## config.mk

```make
export PLATFORM = sky130hd
export DESIGN_NAME = next_fit_block_bitmap_allocator
export DESIGN_NICKNAME = d
export VERILOG_FILES = /design/src/sv/nfba_pkg.sv /design/src/sv/nfba_ram.sv /design/src/sv/next_fit_block_bitmap_allocator.sv
export SDC_FILE = /design/constraint.sdc
export NUM_CORES = 2
export LEC_CHECK = 0
export BUFFER_PORTS_ARGS = -buffer_cell sky130_fd_sc_hd__buf_2
export CORE_MARGIN = 2
export CORE_UTILIZATION = 50
export CTS_BUF_LIST = sky130_fd_sc_hd__clkbuf_8
export CTS_CLUSTER_DIAMETER = 200
export CTS_CLUSTER_SIZE = 8
export DETAILED_ROUTE_END_ITERATION = 7
export HOLD_SLACK_MARGIN = 0.1
export PLACE_DENSITY = 0.67
export SLEW_MARGIN = 10
export SYNTH_ARGS = -nofsm -noshare
export SYNTH_HDL_FRONTEND = slang
export SYNTH_SLANG_ARGS = --single-unit
```

## constraint.sdc

```tcl
create_clock -name clk_i -period 8.31 [get_ports clk_i]
set_input_delay 0.4155 -clock clk_i [delete_from_list [all_inputs] [get_ports clk_i]]
set_output_delay 0.4155 -clock clk_i [all_outputs]
set_load 0.03 [all_outputs]
```

## src/sv/nfba_pkg.sv

```systemverilog
package nfba_pkg;

  localparam int MAX_BLOCKS_DEF = 1024;
  localparam int INDEX_SPAN     = 1024;

  localparam int IDX_W   = 10;
  localparam int CNT_W   = 11;
  localparam int WORD_W  = 64;
  localparam int LOG_W   = 6;
  localparam int PADDR_W = 3;
  localparam int PDATA_W = 32;
  localparam int IN_TDATA_W  = 24;
  localparam int OUT_TDATA_W = 16;

  localparam logic [CNT_W-1:0] BLOCK_COUNT_RST = CNT_W'(1024);

  localparam logic CMD_ALLOC   = 1'b0;
  localparam logic CMD_RELEASE = 1'b1;

  localparam logic REG_BLOCK_COUNT = 1'b0;

endpackage

```

## src/sv/nfba_ram.sv

```systemverilog
module nfba_ram #(
  parameter int WIDTH = 64,
  parameter int DEPTH = 16,
  localparam int AW = (DEPTH > 1) ? $clog2(DEPTH) : 1
) (
  input  logic             clk_i,
  input  logic             we_i,
  input  logic [AW-1:0]    waddr_i,
  input  logic [WIDTH-1:0] wdata_i,
  input  logic [AW-1:0]    raddr_i,
  output logic [WIDTH-1:0] rdata_o
);

  logic [WIDTH-1:0] mem_q [DEPTH];
  logic [WIDTH-1:0] rdata_q;

  always_ff @(posedge clk_i) begin
    if (we_i) begin
      mem_q[waddr_i] <= wdata_i;
    end
    rdata_q <= mem_q[raddr_i];
  end

  assign rdata_o = rdata_q;

endmodule

```

## src/sv/next_fit_block_bitmap_allocator.sv

```systemverilog
// Next-fit block allocator. The usage map (one bit per block, all free after
// reset) lives in a RAM of 64-bit words; each row has a valid flop cleared by
// reset, so an unwritten row reads as free and no clearing pass is needed.
// An allocate request scans circularly from start_hint, one map word per
// cycle, up to the last active word and then from word zero back to the
// start word. A new request is taken only when the last one is done. A
// request reads one map word for a release or a hit in the start word,
// up to (active words + 1), i.e. 17 reads for 1024 blocks; out-of-range
// requests read no map word and go straight to the result. The
// single RAM read port, one word per cycle, sets the scan rate. A finished
// result waits in the output register while the next request is taken.
// block_count sits at APB address 0; the active count is block_count capped
// at min(MAX_BLOCKS, 1024).
module next_fit_block_bitmap_allocator #(
  parameter int MAX_BLOCKS = nfba_pkg::MAX_BLOCKS_DEF
) (
  input  logic                              clk_i,
  input  logic                              rst_ni,

  input  logic                              psel,
  input  logic                              penable,
  input  logic                              pwrite,
  input  logic [nfba_pkg::PADDR_W-1:0]      paddr,
  input  logic [nfba_pkg::PDATA_W-1:0]      pwdata,
  output logic [nfba_pkg::PDATA_W-1:0]      prdata,
  output logic                              pready,

  input  logic                              s_axis_tvalid,
  output logic                              s_axis_tready,
  // [9:0] start_hint, [19:10] block_index, [23:20] zero
  input  logic [nfba_pkg::IN_TDATA_W-1:0]   s_axis_tdata,
  // [0] command
  input  logic                              s_axis_tuser,

  output logic                              m_axis_tvalid,
  input  logic                              m_axis_tready,
  // [9:0] allocated_index, [15:10] zero
  output logic [nfba_pkg::OUT_TDATA_W-1:0]  m_axis_tdata,
  // [0] success
  output logic                              m_axis_tuser
);

  localparam int IDX_W  = nfba_pkg::IDX_W;
  localparam int CNT_W  = nfba_pkg::CNT_W;
  localparam int WORD_W = nfba_pkg::WORD_W;
  localparam int LOG_W  = nfba_pkg::LOG_W;

  localparam int MAP_BITS = (MAX_BLOCKS < nfba_pkg::INDEX_SPAN) ? MAX_BLOCKS
                                                                : nfba_pkg::INDEX_SPAN;
  localparam int DEPTH = (MAP_BITS + WORD_W - 1) / WORD_W;
  localparam int AW    = (DEPTH > 1) ? $clog2(DEPTH) : 1;
  localparam logic [CNT_W-1:0] MAP_BITS_C = CNT_W'(MAP_BITS);

  localparam logic [1:0] ST_IDLE = 2'd0;
  localparam logic [1:0] ST_SCAN = 2'd1;
  localparam logic [1:0] ST_DONE = 2'd2;

  logic [1:0]        state_q, state_d;
  logic [AW-1:0]     word_q, word_d;
  logic              pass_q, pass_d;
  logic              cmd_q, cmd_d;
  logic [IDX_W-1:0]  hint_q, hint_d;
  logic [IDX_W-1:0]  idx_q, idx_d;
  logic              res_ok_q, res_ok_d;
  logic [IDX_W-1:0]  res_idx_q, res_idx_d;
  logic              out_valid_q, out_valid_d;
  logic              out_ok_q;
  logic [IDX_W-1:0]  out_idx_q;
  logic [CNT_W-1:0]  count_q, count_d;
  logic [DEPTH-1:0]  row_vld_q, row_vld_d;

  logic              accept, out_load, cfg_wr;
  logic [CNT_W-1:0]  n_act, pos_base, last_pos;
  logic [IDX_W-1:0]  in_hint, in_idx;
  logic [WORD_W-1:0] rdata, cur_word, allowed, free_bits, lowest, wdata;
  logic [LOG_W-1:0]  hit_off;
  logic              hit, at_last, at_start, ram_we;

  assign n_act    = (count_q > MAP_BITS_C) ? MAP_BITS_C : count_q;
  assign in_hint  = s_axis_tdata[IDX_W-1:0];
  assign in_idx   = s_axis_tdata[2*IDX_W-1:IDX_W];
  assign accept   = s_axis_tvalid && s_axis_tready;
  assign s_axis_tready = (state_q == ST_IDLE);

  // config port
  assign pready = 1'b1;
  assign cfg_wr = psel && penable && pwrite && (paddr[2] == nfba_pkg::REG_BLOCK_COUNT);

  always_comb begin
    count_d = count_q;
    if (cfg_wr) begin
      count_d = pwdata[CNT_W-1:0];
    end
  end

  always_comb begin
    unique case (paddr[2])
      nfba_pkg::REG_BLOCK_COUNT: prdata = nfba_pkg::PDATA_W'(count_q);
      default:                   prdata = '0;
    endcase
  end

  // word evaluation
  assign cur_word = row_vld_q[word_q] ? rdata : '0;
  assign pos_base = CNT_W'(word_q) << LOG_W;
  assign last_pos = n_act - CNT_W'(1);
  assign at_last  = (pos_base >> LOG_W) == (last_pos >> LOG_W);
  assign at_start = (pos_base >> LOG_W) == (CNT_W'(hint_q) >> LOG_W);

  always_comb begin
    logic [CNT_W-1:0] pos;
    for (int b = 0; b < WORD_W; b++) begin
      pos = pos_base + CNT_W'(b);
      allowed[b] = (pos < n_act) && (pass_q || (pos >= CNT_W'(hint_q)));
    end
  end

  assign free_bits = ~cur_word & allowed;
  assign lowest    = free_bits & (~free_bits + WORD_W'(1));
  assign hit       = |free_bits;

  always_comb begin
    hit_off = '0;
    for (int b = 0; b < WORD_W; b++) begin
      if (lowest[b]) begin
        hit_off = hit_off | LOG_W'(b);
      end
    end
  end

  // control
  always_comb begin
    state_d   = state_q;
    word_d    = word_q;
    pass_d    = pass_q;
    cmd_d     = cmd_q;
    hint_d    = hint_q;
    idx_d     = idx_q;
    res_ok_d  = res_ok_q;
    res_idx_d = res_idx_q;
    ram_we    = 1'b0;
    wdata     = cur_word;
    out_load  = 1'b0;

    unique case (state_q)
      ST_IDLE: begin
        if (accept) begin
          cmd_d     = s_axis_tuser;
          hint_d    = in_hint;
          idx_d     = in_idx;
          pass_d    = 1'b0;
          res_ok_d  = 1'b0;
          res_idx_d = '0;
          if (s_axis_tuser == nfba_pkg::CMD_ALLOC) begin
            if (CNT_W'(in_hint) >= n_act) begin
              state_d = ST_DONE;
            end else begin
              word_d  = AW'(in_hint >> LOG_W);
              state_d = ST_SCAN;
            end
          end else begin
            if (CNT_W'(in_idx) >= n_act) begin
              state_d = ST_DONE;
            end else begin
              word_d  = AW'(in_idx >> LOG_W);
              state_d = ST_SCAN;
            end
          end
        end
      end
      ST_SCAN: begin
        if (cmd_q == nfba_pkg::CMD_RELEASE) begin
          ram_we   = 1'b1;
          wdata    = cur_word & ~(WORD_W'(1) << idx_q[LOG_W-1:0]);
          res_ok_d = 1'b1;
          state_d  = ST_DONE;
        end else if (hit) begin
          ram_we    = 1'b1;
          wdata     = cur_word | lowest;
          res_ok_d  = 1'b1;
          res_idx_d = IDX_W'(pos_base) | IDX_W'(hit_off);
          state_d   = ST_DONE;
        end else if (pass_q && at_start) begin
          state_d = ST_DONE;
        end else if (!pass_q && at_last) begin
          word_d = '0;
          pass_d = 1'b1;
        end else begin
          word_d = word_q + AW'(1);
        end
      end
      ST_DONE: begin
        if (!out_valid_q || m_axis_tready) begin
          out_load = 1'b1;
          state_d  = ST_IDLE;
        end
      end
      default: begin
        state_d = ST_IDLE;
      end
    endcase
  end

  assign out_valid_d = out_load || (out_valid_q && !m_axis_tready);

  always_comb begin
    row_vld_d = row_vld_q;
    if (ram_we) begin
      row_vld_d[word_q] = 1'b1;
    end
  end

  always_ff @(posedge clk_i or negedge rst_ni) begin
    if (!rst_ni) begin
      state_q     <= ST_IDLE;
      out_valid_q <= 1'b0;
      count_q     <= nfba_pkg::BLOCK_COUNT_RST;
      row_vld_q   <= '0;
      word_q      <= '0;
      pass_q      <= 1'b0;
      cmd_q       <= nfba_pkg::CMD_ALLOC;
    end else begin
      state_q     <= state_d;
      out_valid_q <= out_valid_d;
      count_q     <= count_d;
      row_vld_q   <= row_vld_d;
      word_q      <= word_d;
      pass_q      <= pass_d;
      cmd_q       <= cmd_d;
    end
  end

  always_ff @(posedge clk_i) begin
    hint_q    <= hint_d;
    idx_q     <= idx_d;
    res_ok_q  <= res_ok_d;
    res_idx_q <= res_idx_d;
    if (out_load) begin
      out_ok_q  <= res_ok_q;
      out_idx_q <= res_idx_q;
    end
  end

  nfba_ram #(
    .WIDTH (WORD_W),
    .DEPTH (DEPTH)
  ) u_map_ram (
    .clk_i   (clk_i),
    .we_i    (ram_we),
    .waddr_i (word_q),
    .wdata_i (wdata),
    .raddr_i (word_d),
    .rdata_o (rdata)
  );

  assign m_axis_tvalid = out_valid_q;
  assign m_axis_tdata  = nfba_pkg::OUT_TDATA_W'(out_idx_q);
  assign m_axis_tuser  = out_ok_q;

endmodule
```

* Yosys cells after proc, flatten, opt, wreduce, memory -nomap -nowiden
Memory sizes are Yosys's and may differ from the RTL's. A register that Yosys moved wholly into a read port is not among the register bits.
Cells that the tools add are included.
Widths: inputs -> output; s select.
** Word-level totals
- RAM bits :: 1024
- Logic and storage cells :: 563
- Input bits :: 67
- Flip-flop bits (word level) :: 74
- Memories :: 1
** Operators by class
- Equal/unequal tests :: 13
- Add/subtract/negate cells :: 66
- Shifts and indexed selects :: 1
- Reductions and logical operators :: 149
- Bitwise operators :: 10
- Mux-type cells :: 177
- Magnitude comparators :: 133
** Memories
- u_map_ram.mem_q :: words 16, width 64, rd ports 1, clocked after memory_dff 1, wr ports 1, RTL line nfba_ram.sv:14 : logic [WIDTH-1:0] mem_q [DEPTH];
** Operators by type and width (count)
- $ge 11x10->1 :: 63
- $lt 11x11->1 :: 63
- $mux 64 :: 7
- $add 10x6->11 const B :: 32
- $mux 6 :: 34
- $and 64x64->64 :: 3
- $not 64->64 :: 3
- $add 10x5->11 const B :: 16
- $mux 4 :: 35
- $mux 10 :: 9
- $add 10x4->11 const B :: 8
- $mux 5 :: 16
- $logic_and 1x1->1 :: 72
- $logic_or 1x1->1 :: 66
- $add 64x1->64 const B :: 1
- $or 64x64->64 :: 1
- $reduce_or 64->1 :: 1
- $shl 1x6->64 const A :: 1
- $mux 2 :: 26
- $add 10x3->11 const B :: 4
- $mux 1 :: 37
- $add 10x2->11 const B :: 2
- $ge 10x11->1 :: 2
- $mux 11 :: 2
- other kinds (33) :: 45

* Longest topological paths before layout
- Depth after elaboration :: 78
- Gate-level depth with buffers :: 25

* Cells and area by module
From an unflattened synthesis, not the netlist that was laid out.
** Unflattened totals
- Cell total of the unflattened synthesis :: 2844
- Area total of the unflattened synthesis :: 48719.2 µm²
** Modules (own cells, without submodules)
- nfba_ram :: cells an instance 1647, instances 1, area each 39581.7 µm², sequential area each 32030.7 µm²
- next_fit_block_bitmap_allocator :: cells an instance 1197, instances 1, area each 9137.5 µm², sequential area each 2043.2 µm²

* Worst setup path before layout
No wires, ideal clock.
- Path type :: register to register
- Start point :: register count_q[10]
- End point :: register row_vld_q[3]
- Path slack :: -590 ps
- Required time :: 8218 ps
- Setup time :: 92 ps
- Path buffers :: 5
- Cell stages (with the launch flop) :: 22
- Arrival time :: 8808 ps
- Cells stage by stage :: dfstp_2 > clkbuf_1 > inv_1 > clkbuf_1 > nand2_1 > ha_1 > and4b_1 > buf_2 > a2bb2oi_1 > clkbuf_1 > o21ai_0 > a211oi_1 > nor4b_2 > and4bb_1 > nand3_1 > or4_1 > buf_2 > or2_2 > o21a_1 > nand2_1 > nor3_1 > or2_2
** Between the ends
- Word-level cells in the longest chain between the ends :: 12
- Elaborated cells between the ends (all ways) :: 138
- Those cells by class :: order compare: 65; mux: 7; bitwise: 1; reduce/logical: 65
** Ends and longest elaborated chain
- start: declaration :: RTL line next_fit_block_bitmap_allocator.sv:69 : logic [CNT_W-1:0] count_q, count_d;
- start signal: assignment :: RTL line next_fit_block_bitmap_allocator.sv:217 : count_q <= nfba_pkg::BLOCK_COUNT_RST;
- start signal: assignment :: RTL line next_fit_block_bitmap_allocator.sv:225 : count_q <= count_d;
- $gt 11x11->1 :: RTL line next_fit_block_bitmap_allocator.sv:79 : assign n_act = (count_q > MAP_BITS_C) ? MAP_BITS_C : count_q;
- $mux 11 * :: RTL line next_fit_block_bitmap_allocator.sv:79
- $lt 10x11->1 or $lt 11x11->1 (tied branches) :: RTL line next_fit_block_bitmap_allocator.sv:114 : allowed[b] = (pos < n_act) && (pass_q || (pos >= CNT_W'(hint_q)));
- $logic_and 1x1->1 :: RTL line next_fit_block_bitmap_allocator.sv:114
- $and 64x64->64 * :: RTL line next_fit_block_bitmap_allocator.sv:118 : assign free_bits = ~cur_word & allowed;
- $reduce_or 64->1 * :: RTL line next_fit_block_bitmap_allocator.sv:120 : assign hit = |free_bits;
- $mux 1 * :: RTL line next_fit_block_bitmap_allocator.sv:177 : end else if (hit) begin
- $mux 1 * :: RTL line next_fit_block_bitmap_allocator.sv:172 : if (cmd_q == nfba_pkg::CMD_RELEASE) begin
- $mux 1 * :: RTL line next_fit_block_bitmap_allocator.sv:145 : unique case (state_q)
- $mux 1 * :: RTL line next_fit_block_bitmap_allocator.sv:172
- $mux 1 * (2 in series) :: RTL line next_fit_block_bitmap_allocator.sv:145
- end signal: assignment :: RTL line next_fit_block_bitmap_allocator.sv:226 : row_vld_q <= row_vld_d;
- end: declaration :: RTL line next_fit_block_bitmap_allocator.sv:70 : logic [DEPTH-1:0] row_vld_q, row_vld_d;
Mark *: on every way between the ends. The rest lies on a longest branch, timed or not. The select of a mux whose other input is x is not followed.
A chain may end at the register's enable or synchronous reset.

* Final worst setup path
- Start point :: register count_q[10]
- End point :: register u_map_ram.rdata_q[32] (netlist: u_map_ram.rdata_o[32]) (read register of u_map_ram.mem_q)
** Between the ends
- Word-level cells in the longest chain between the ends :: 20
- Elaborated cells between the ends (all ways) :: 165
- Those cells by class :: add/sub: 1; order compare: 67; eq/ne: 1; mux: 29; bitwise: 1; reduce/logical: 66
** Ends and longest elaborated chain
- $gt 11x11->1 :: RTL line next_fit_block_bitmap_allocator.sv:79
- $mux 11 * :: RTL line next_fit_block_bitmap_allocator.sv:79
- $sub 11x1->11 :: RTL line next_fit_block_bitmap_allocator.sv:106 : assign last_pos = n_act - CNT_W'(1);
- $eq 4x5->1 :: RTL line next_fit_block_bitmap_allocator.sv:107 : assign at_last = (pos_base >> LOG_W) == (last_pos >> LOG_W);
- $logic_and 1x1->1 :: RTL line next_fit_block_bitmap_allocator.sv:185 : end else if (!pass_q && at_last) begin
- $mux 4 :: RTL line next_fit_block_bitmap_allocator.sv:185
- $mux 4 :: RTL line next_fit_block_bitmap_allocator.sv:183 : end else if (pass_q && at_start) begin
- $mux 4 :: RTL line next_fit_block_bitmap_allocator.sv:177
- [... 4 more ...]
- $mux 4 :: RTL line next_fit_block_bitmap_allocator.sv:172
- $mux 4 :: RTL line next_fit_block_bitmap_allocator.sv:145
- $mux 4 :: RTL line next_fit_block_bitmap_allocator.sv:177
- $mux 4 :: RTL line next_fit_block_bitmap_allocator.sv:172
- $mux 4 :: RTL line next_fit_block_bitmap_allocator.sv:145
- $mux 4 :: RTL line next_fit_block_bitmap_allocator.sv:172
- $mux 4 :: RTL line next_fit_block_bitmap_allocator.sv:145
- $pmux 4 s2 * :: RTL line next_fit_block_bitmap_allocator.sv:145
- end: declaration :: RTL line nfba_ram.sv:15 : logic [WIDTH-1:0] rdata_q;
Marks and branches as above.

==> impl_metrics.json <==
{
  "die_y_um": 324,
  "cts_htree_levels": 4,
  "io_pins": 119,
  "mostFrequentLayoutCell": "edfxtp_1",
  "dpl.hpwl_um": 91800,
  "clock-sinks": 1162,
  "die-area_mm2": 0.105,
  "grt_max_degree": 227,
  "yosys.area.top_type": "edfxtp_1",
  "skew_ns": 0.0739,
  "slew_violations": 0,
  "place_ws_ns": 1.28,
  "drt_pass1_iterations": 8,
  "dp.cells": 5120,
  "intPower_mw": 13.6,
  "synthArstFlopShare_pct": 3.10,
  "cp_max_fo": 40,
  "pwr-share-clk_pct": 16.6,
  "drive_gt1_share_pct": 12.2,
  "r2r.worst_path.cells": 17,
  "synthFlopType": "edfxtp_1",
  "numPortBuffers": 63,
  "postCtsSetupBuffers": 0,
  "synthCells": 3856,
  "grt_pass1_wl_um": 232000,
  "irDropWorstVdd_v": 0.000325,
  "synth_edf_count": 1062,
  "fillCellCount": 8236,
  "grt_pass1_vias": 34000,
  "path_clk_slew_ns": 0.10,
  "fin_hold_ws_ns": 0.180,
  "pwr-share-comb_pct": 47.8,
  "start_util_pct": 50.3,
  "r2r-end": "u_map_ram.rdata_o[32]$_DFF_P_",
  "worstSetupPathType": "reg2reg",
  "cp_slowest_cell": "dfstp_2",
  "grt-ovfl-total": 0,
  "p_leak_nw": 19.7,
  "cpPeakStageDelay_ns": 0.83,
  "syn_area_mm2": 0.0511,
  "clk_path_buf_depth": 3,
  "nNetsFinal": 4050,
  "worst_setup_path_end_kind": "flip-flop",
  "maxSlewHeadroom_pct": 13.9,
  "core-area_mm2": 0.102,
  "seqPwrFrac_pct": 35.6,
  "layout_common_cells": "edfxtp_1 (1062), nand2_1 (324), and3_1 (272), a211oi_1 (271), a21oi_1 (250)",
  "final_antenna_net_count": 0,
  "wl_um": 162000,
  "finalWorstSetupSlack_ns": 0.933,
  "cts_tree": "built",
  "worstHoldPathType": "in2async",
  "cts_made_buffers": 163,
  "synth_seq_cells": 1162,
  "syn_to_final_growth_pct": 11.0,
  "required_ns": 9.01,
  "fmax_mhz": 136,
  "cap_violations": 0,
  "p_sw_mw": 10.5,
  "finalHoldViolations": 0,
  "routedWlPerCell_um": 29.7,
  "finalSetupTns_ns": 0,
  "rows": 117,
  "clk_latency_ns": 0.89,
  "reg2reg_from": "count_q[10]$_DFFE_PN1P_",
  "drc_errors": 0,
  "fin_crit_sh_pct": 88.8,
  "sw_frac_of_total_pct": 43.4,
  "p_per_area_mw_per_mm2": 425,
  "worstSetupStartpointType": "flip-flop",
  "instances_no_fill": 5449,
  "antenna_found_initial": 3,
  "rsz0062_at_grt": "no",
  "synth_warnings": 0,
  "arrival_ns": 8.08,
  "yosysTopAreaCellShare_pct": 62.5,
  "avgViaCountPerCell": 6.58,
  "drt_iter0_drc": 4344,
  "vias": 35800,
  "die_w_um": 324,
  "setup_violations": 0,
  "ys_seq_area_share_pct": 66.7,
  "timing.final.crit_period_ns": 7.38,
  "synthDistinctLibCells": 98,
  "worst_slew_pin_slew_ns": 1.29,
  "synth.area.top_cells": "edfxtp_1 (62%), a211oi_1 (4.0%), and3_1 (3.3%), o211ai_1 (2.7%), dfxtp_1 (2.5%)",
  "place.gp.congestion": 1.00,
  "status": "completed",
  "avgSynthCellArea_um2": 13.2,
  "crit_chain": "inv_1 -> nand2_1 -> ha_1 -> and4b_1 -> nand3_1 -> nor3_1 -> a222oi_1 -> o31a_1 -> and4bb_1 -> nand3_1 -> or4_1 -> or4_1 -> o311ai_4 -> nand2b_4 -> buf_12 -> o32a_1 -> o211ai_1",
  "r2r_slack_ns": 0.93,
  "grt_use_total_pct": 30.6,
  "cts-root-buf": "clkbuf_8"
}
==> worst max-delay path, delay by kind of cell, from the launching register on <==
kind,cells,cell delay [ns]
simple gates,9,4.25
buf+inv,2,0.57
compound gates,5,1.29
fa+ha+maj,1,0.18
flops,1,0.83
==> cells in the mapped netlist (10+ instances only) <==
master,number
nand3b_1,10
nor3_1,42
nor2b_1,23
nand2_1,326
o32a_1,61
nand3_1,43
a311o_1,66
nor2_1,108
nand4_1,23
clkbuf_1,201
dfxtp_1,64
or3_1,12
a222oi_1,14
a21boi_0,67
buf_2,85
ha_1,34
buf_1,10
buf_4,36
a211oi_1,271
dfrtp_1,35
o21a_1,14
inv_1,29
a21oi_1,250
buf_6,15
or2_2,29
a221oi_1,10
or4_1,10
and3_1,272
a2111oi_0,13
nand2b_1,21
nor4_1,16
a22o_1,65
edfxtp_1,1062
a211o_1,71
o22ai_1,13
o211ai_1,185
o21ai_0,86
mux2_2,15
==> registers in the layout, summed over array words and instances, names as in the netlist <==
signal	cells
u_map_ram.mem_q	1024
u_map_ram.rdata_o	64
row_vld_q	16
count_q	11
hint_q	10
out_idx_q	10
res_idx_q	10
idx_q	6
word_q	4
state_q	2
cmd_q	1
m_axis_tuser	1
m_axis_tvalid	1
pass_q	1
res_ok_q	1
==> logic make-up after synthesis <==
kind of cell / count (synthesis) / synth area share [%]
flops: 1162 / 66.7
fa+ha+maj: 34 / 0.833
xor+xnor: 2 / 0.0343
buf+inv: 386 / 3.66
other cells: 2 / 0.0147
mux: 18 / 0.439
simple gates: 987 / 10.1
compound gates: 1265 / 18.2
==> metal layers <==
metal	routed length, µm	global-route usage (%)	share of wire [%]
met1	68900	43.8	43
met5	19	0	0.012
met2	71200	45.1	44
met4	6940	13.5	4.3
met3	14800	6.55	9.1
==> per-stage QoR <==
step	power [mW]	instance area [µm²]	util [%]
floorplan	15.8	51200	-
global placement	19.8	53500	52.6
detailed placement	19.9	53500	52.6
CTS	23.9	56600	55.7
global route	25.2	56700	55.8
finish	24.1	56700	55.8
==> repair_timing <==
item,in CTS,in global routing
gates resized for setup,0,0
hold endpoints to repair,67,0
hold buffers,32,0
==> worst max path at each step <==
| stage | startpoint | end | slack, ns | cells past startpoint |
|---|---|---|---|---|
| 3_3_place_gp | count_q[10]$_DFFE_PN1P_ | u_map_ram.rdata_o[35]$_DFF_P_ | 1.29 | 17 |
| 6_report | count_q[10]$_DFFE_PN1P_ | u_map_ram.rdata_o[32]$_DFF_P_ | 0.93 | 17 |
| 4_1_cts | count_q[10]$_DFFE_PN1P_ | u_map_ram.rdata_o[32]$_DFF_P_ | 1.19 | 17 |
| 5_1_grt | count_q[10]$_DFFE_PN1P_ | u_map_ram.rdata_o[32]$_DFF_P_ | 0.78 | 17 |
| 3_5_place_dp | count_q[10]$_DFFE_PN1P_ | u_map_ram.rdata_o[49]$_DFF_P_ | 1.28 | 17 |
| 2_1_floorplan | count_q[10]$_DFFE_PN1P_ | u_map_ram.mem_q[7][0]$_DFFE_PP_ | 1.17 | 20 |
==> power groups by stage <==
stage	sequential (mW)	combinational, mW	clock, mW
finish	8.58	11.5	4.00
global placement	8.66	11.1	0
floorplan	8.42	7.42	0
global route	8.59	12.3	4.31
CTS	8.55	11.3	4.07
detailed placement	8.66	11.2	0
==> area by class of cell <==
class	count	area (µm²)	share of cell area (%)
Sequential cell	1162	34100	60.1
Multi-Input combinational cell	2334	15500	27.3
Timing Repair Buffer	255	2420	4.28
Clock buffer	163	2240	3.96
Tap cell	1368	1710	3.02
Clock inverter	133	588	1.04
Inverter	33	141	0.250
Antenna cell	1	2.50	0.00442
Power figures use the tool's default switching activity.
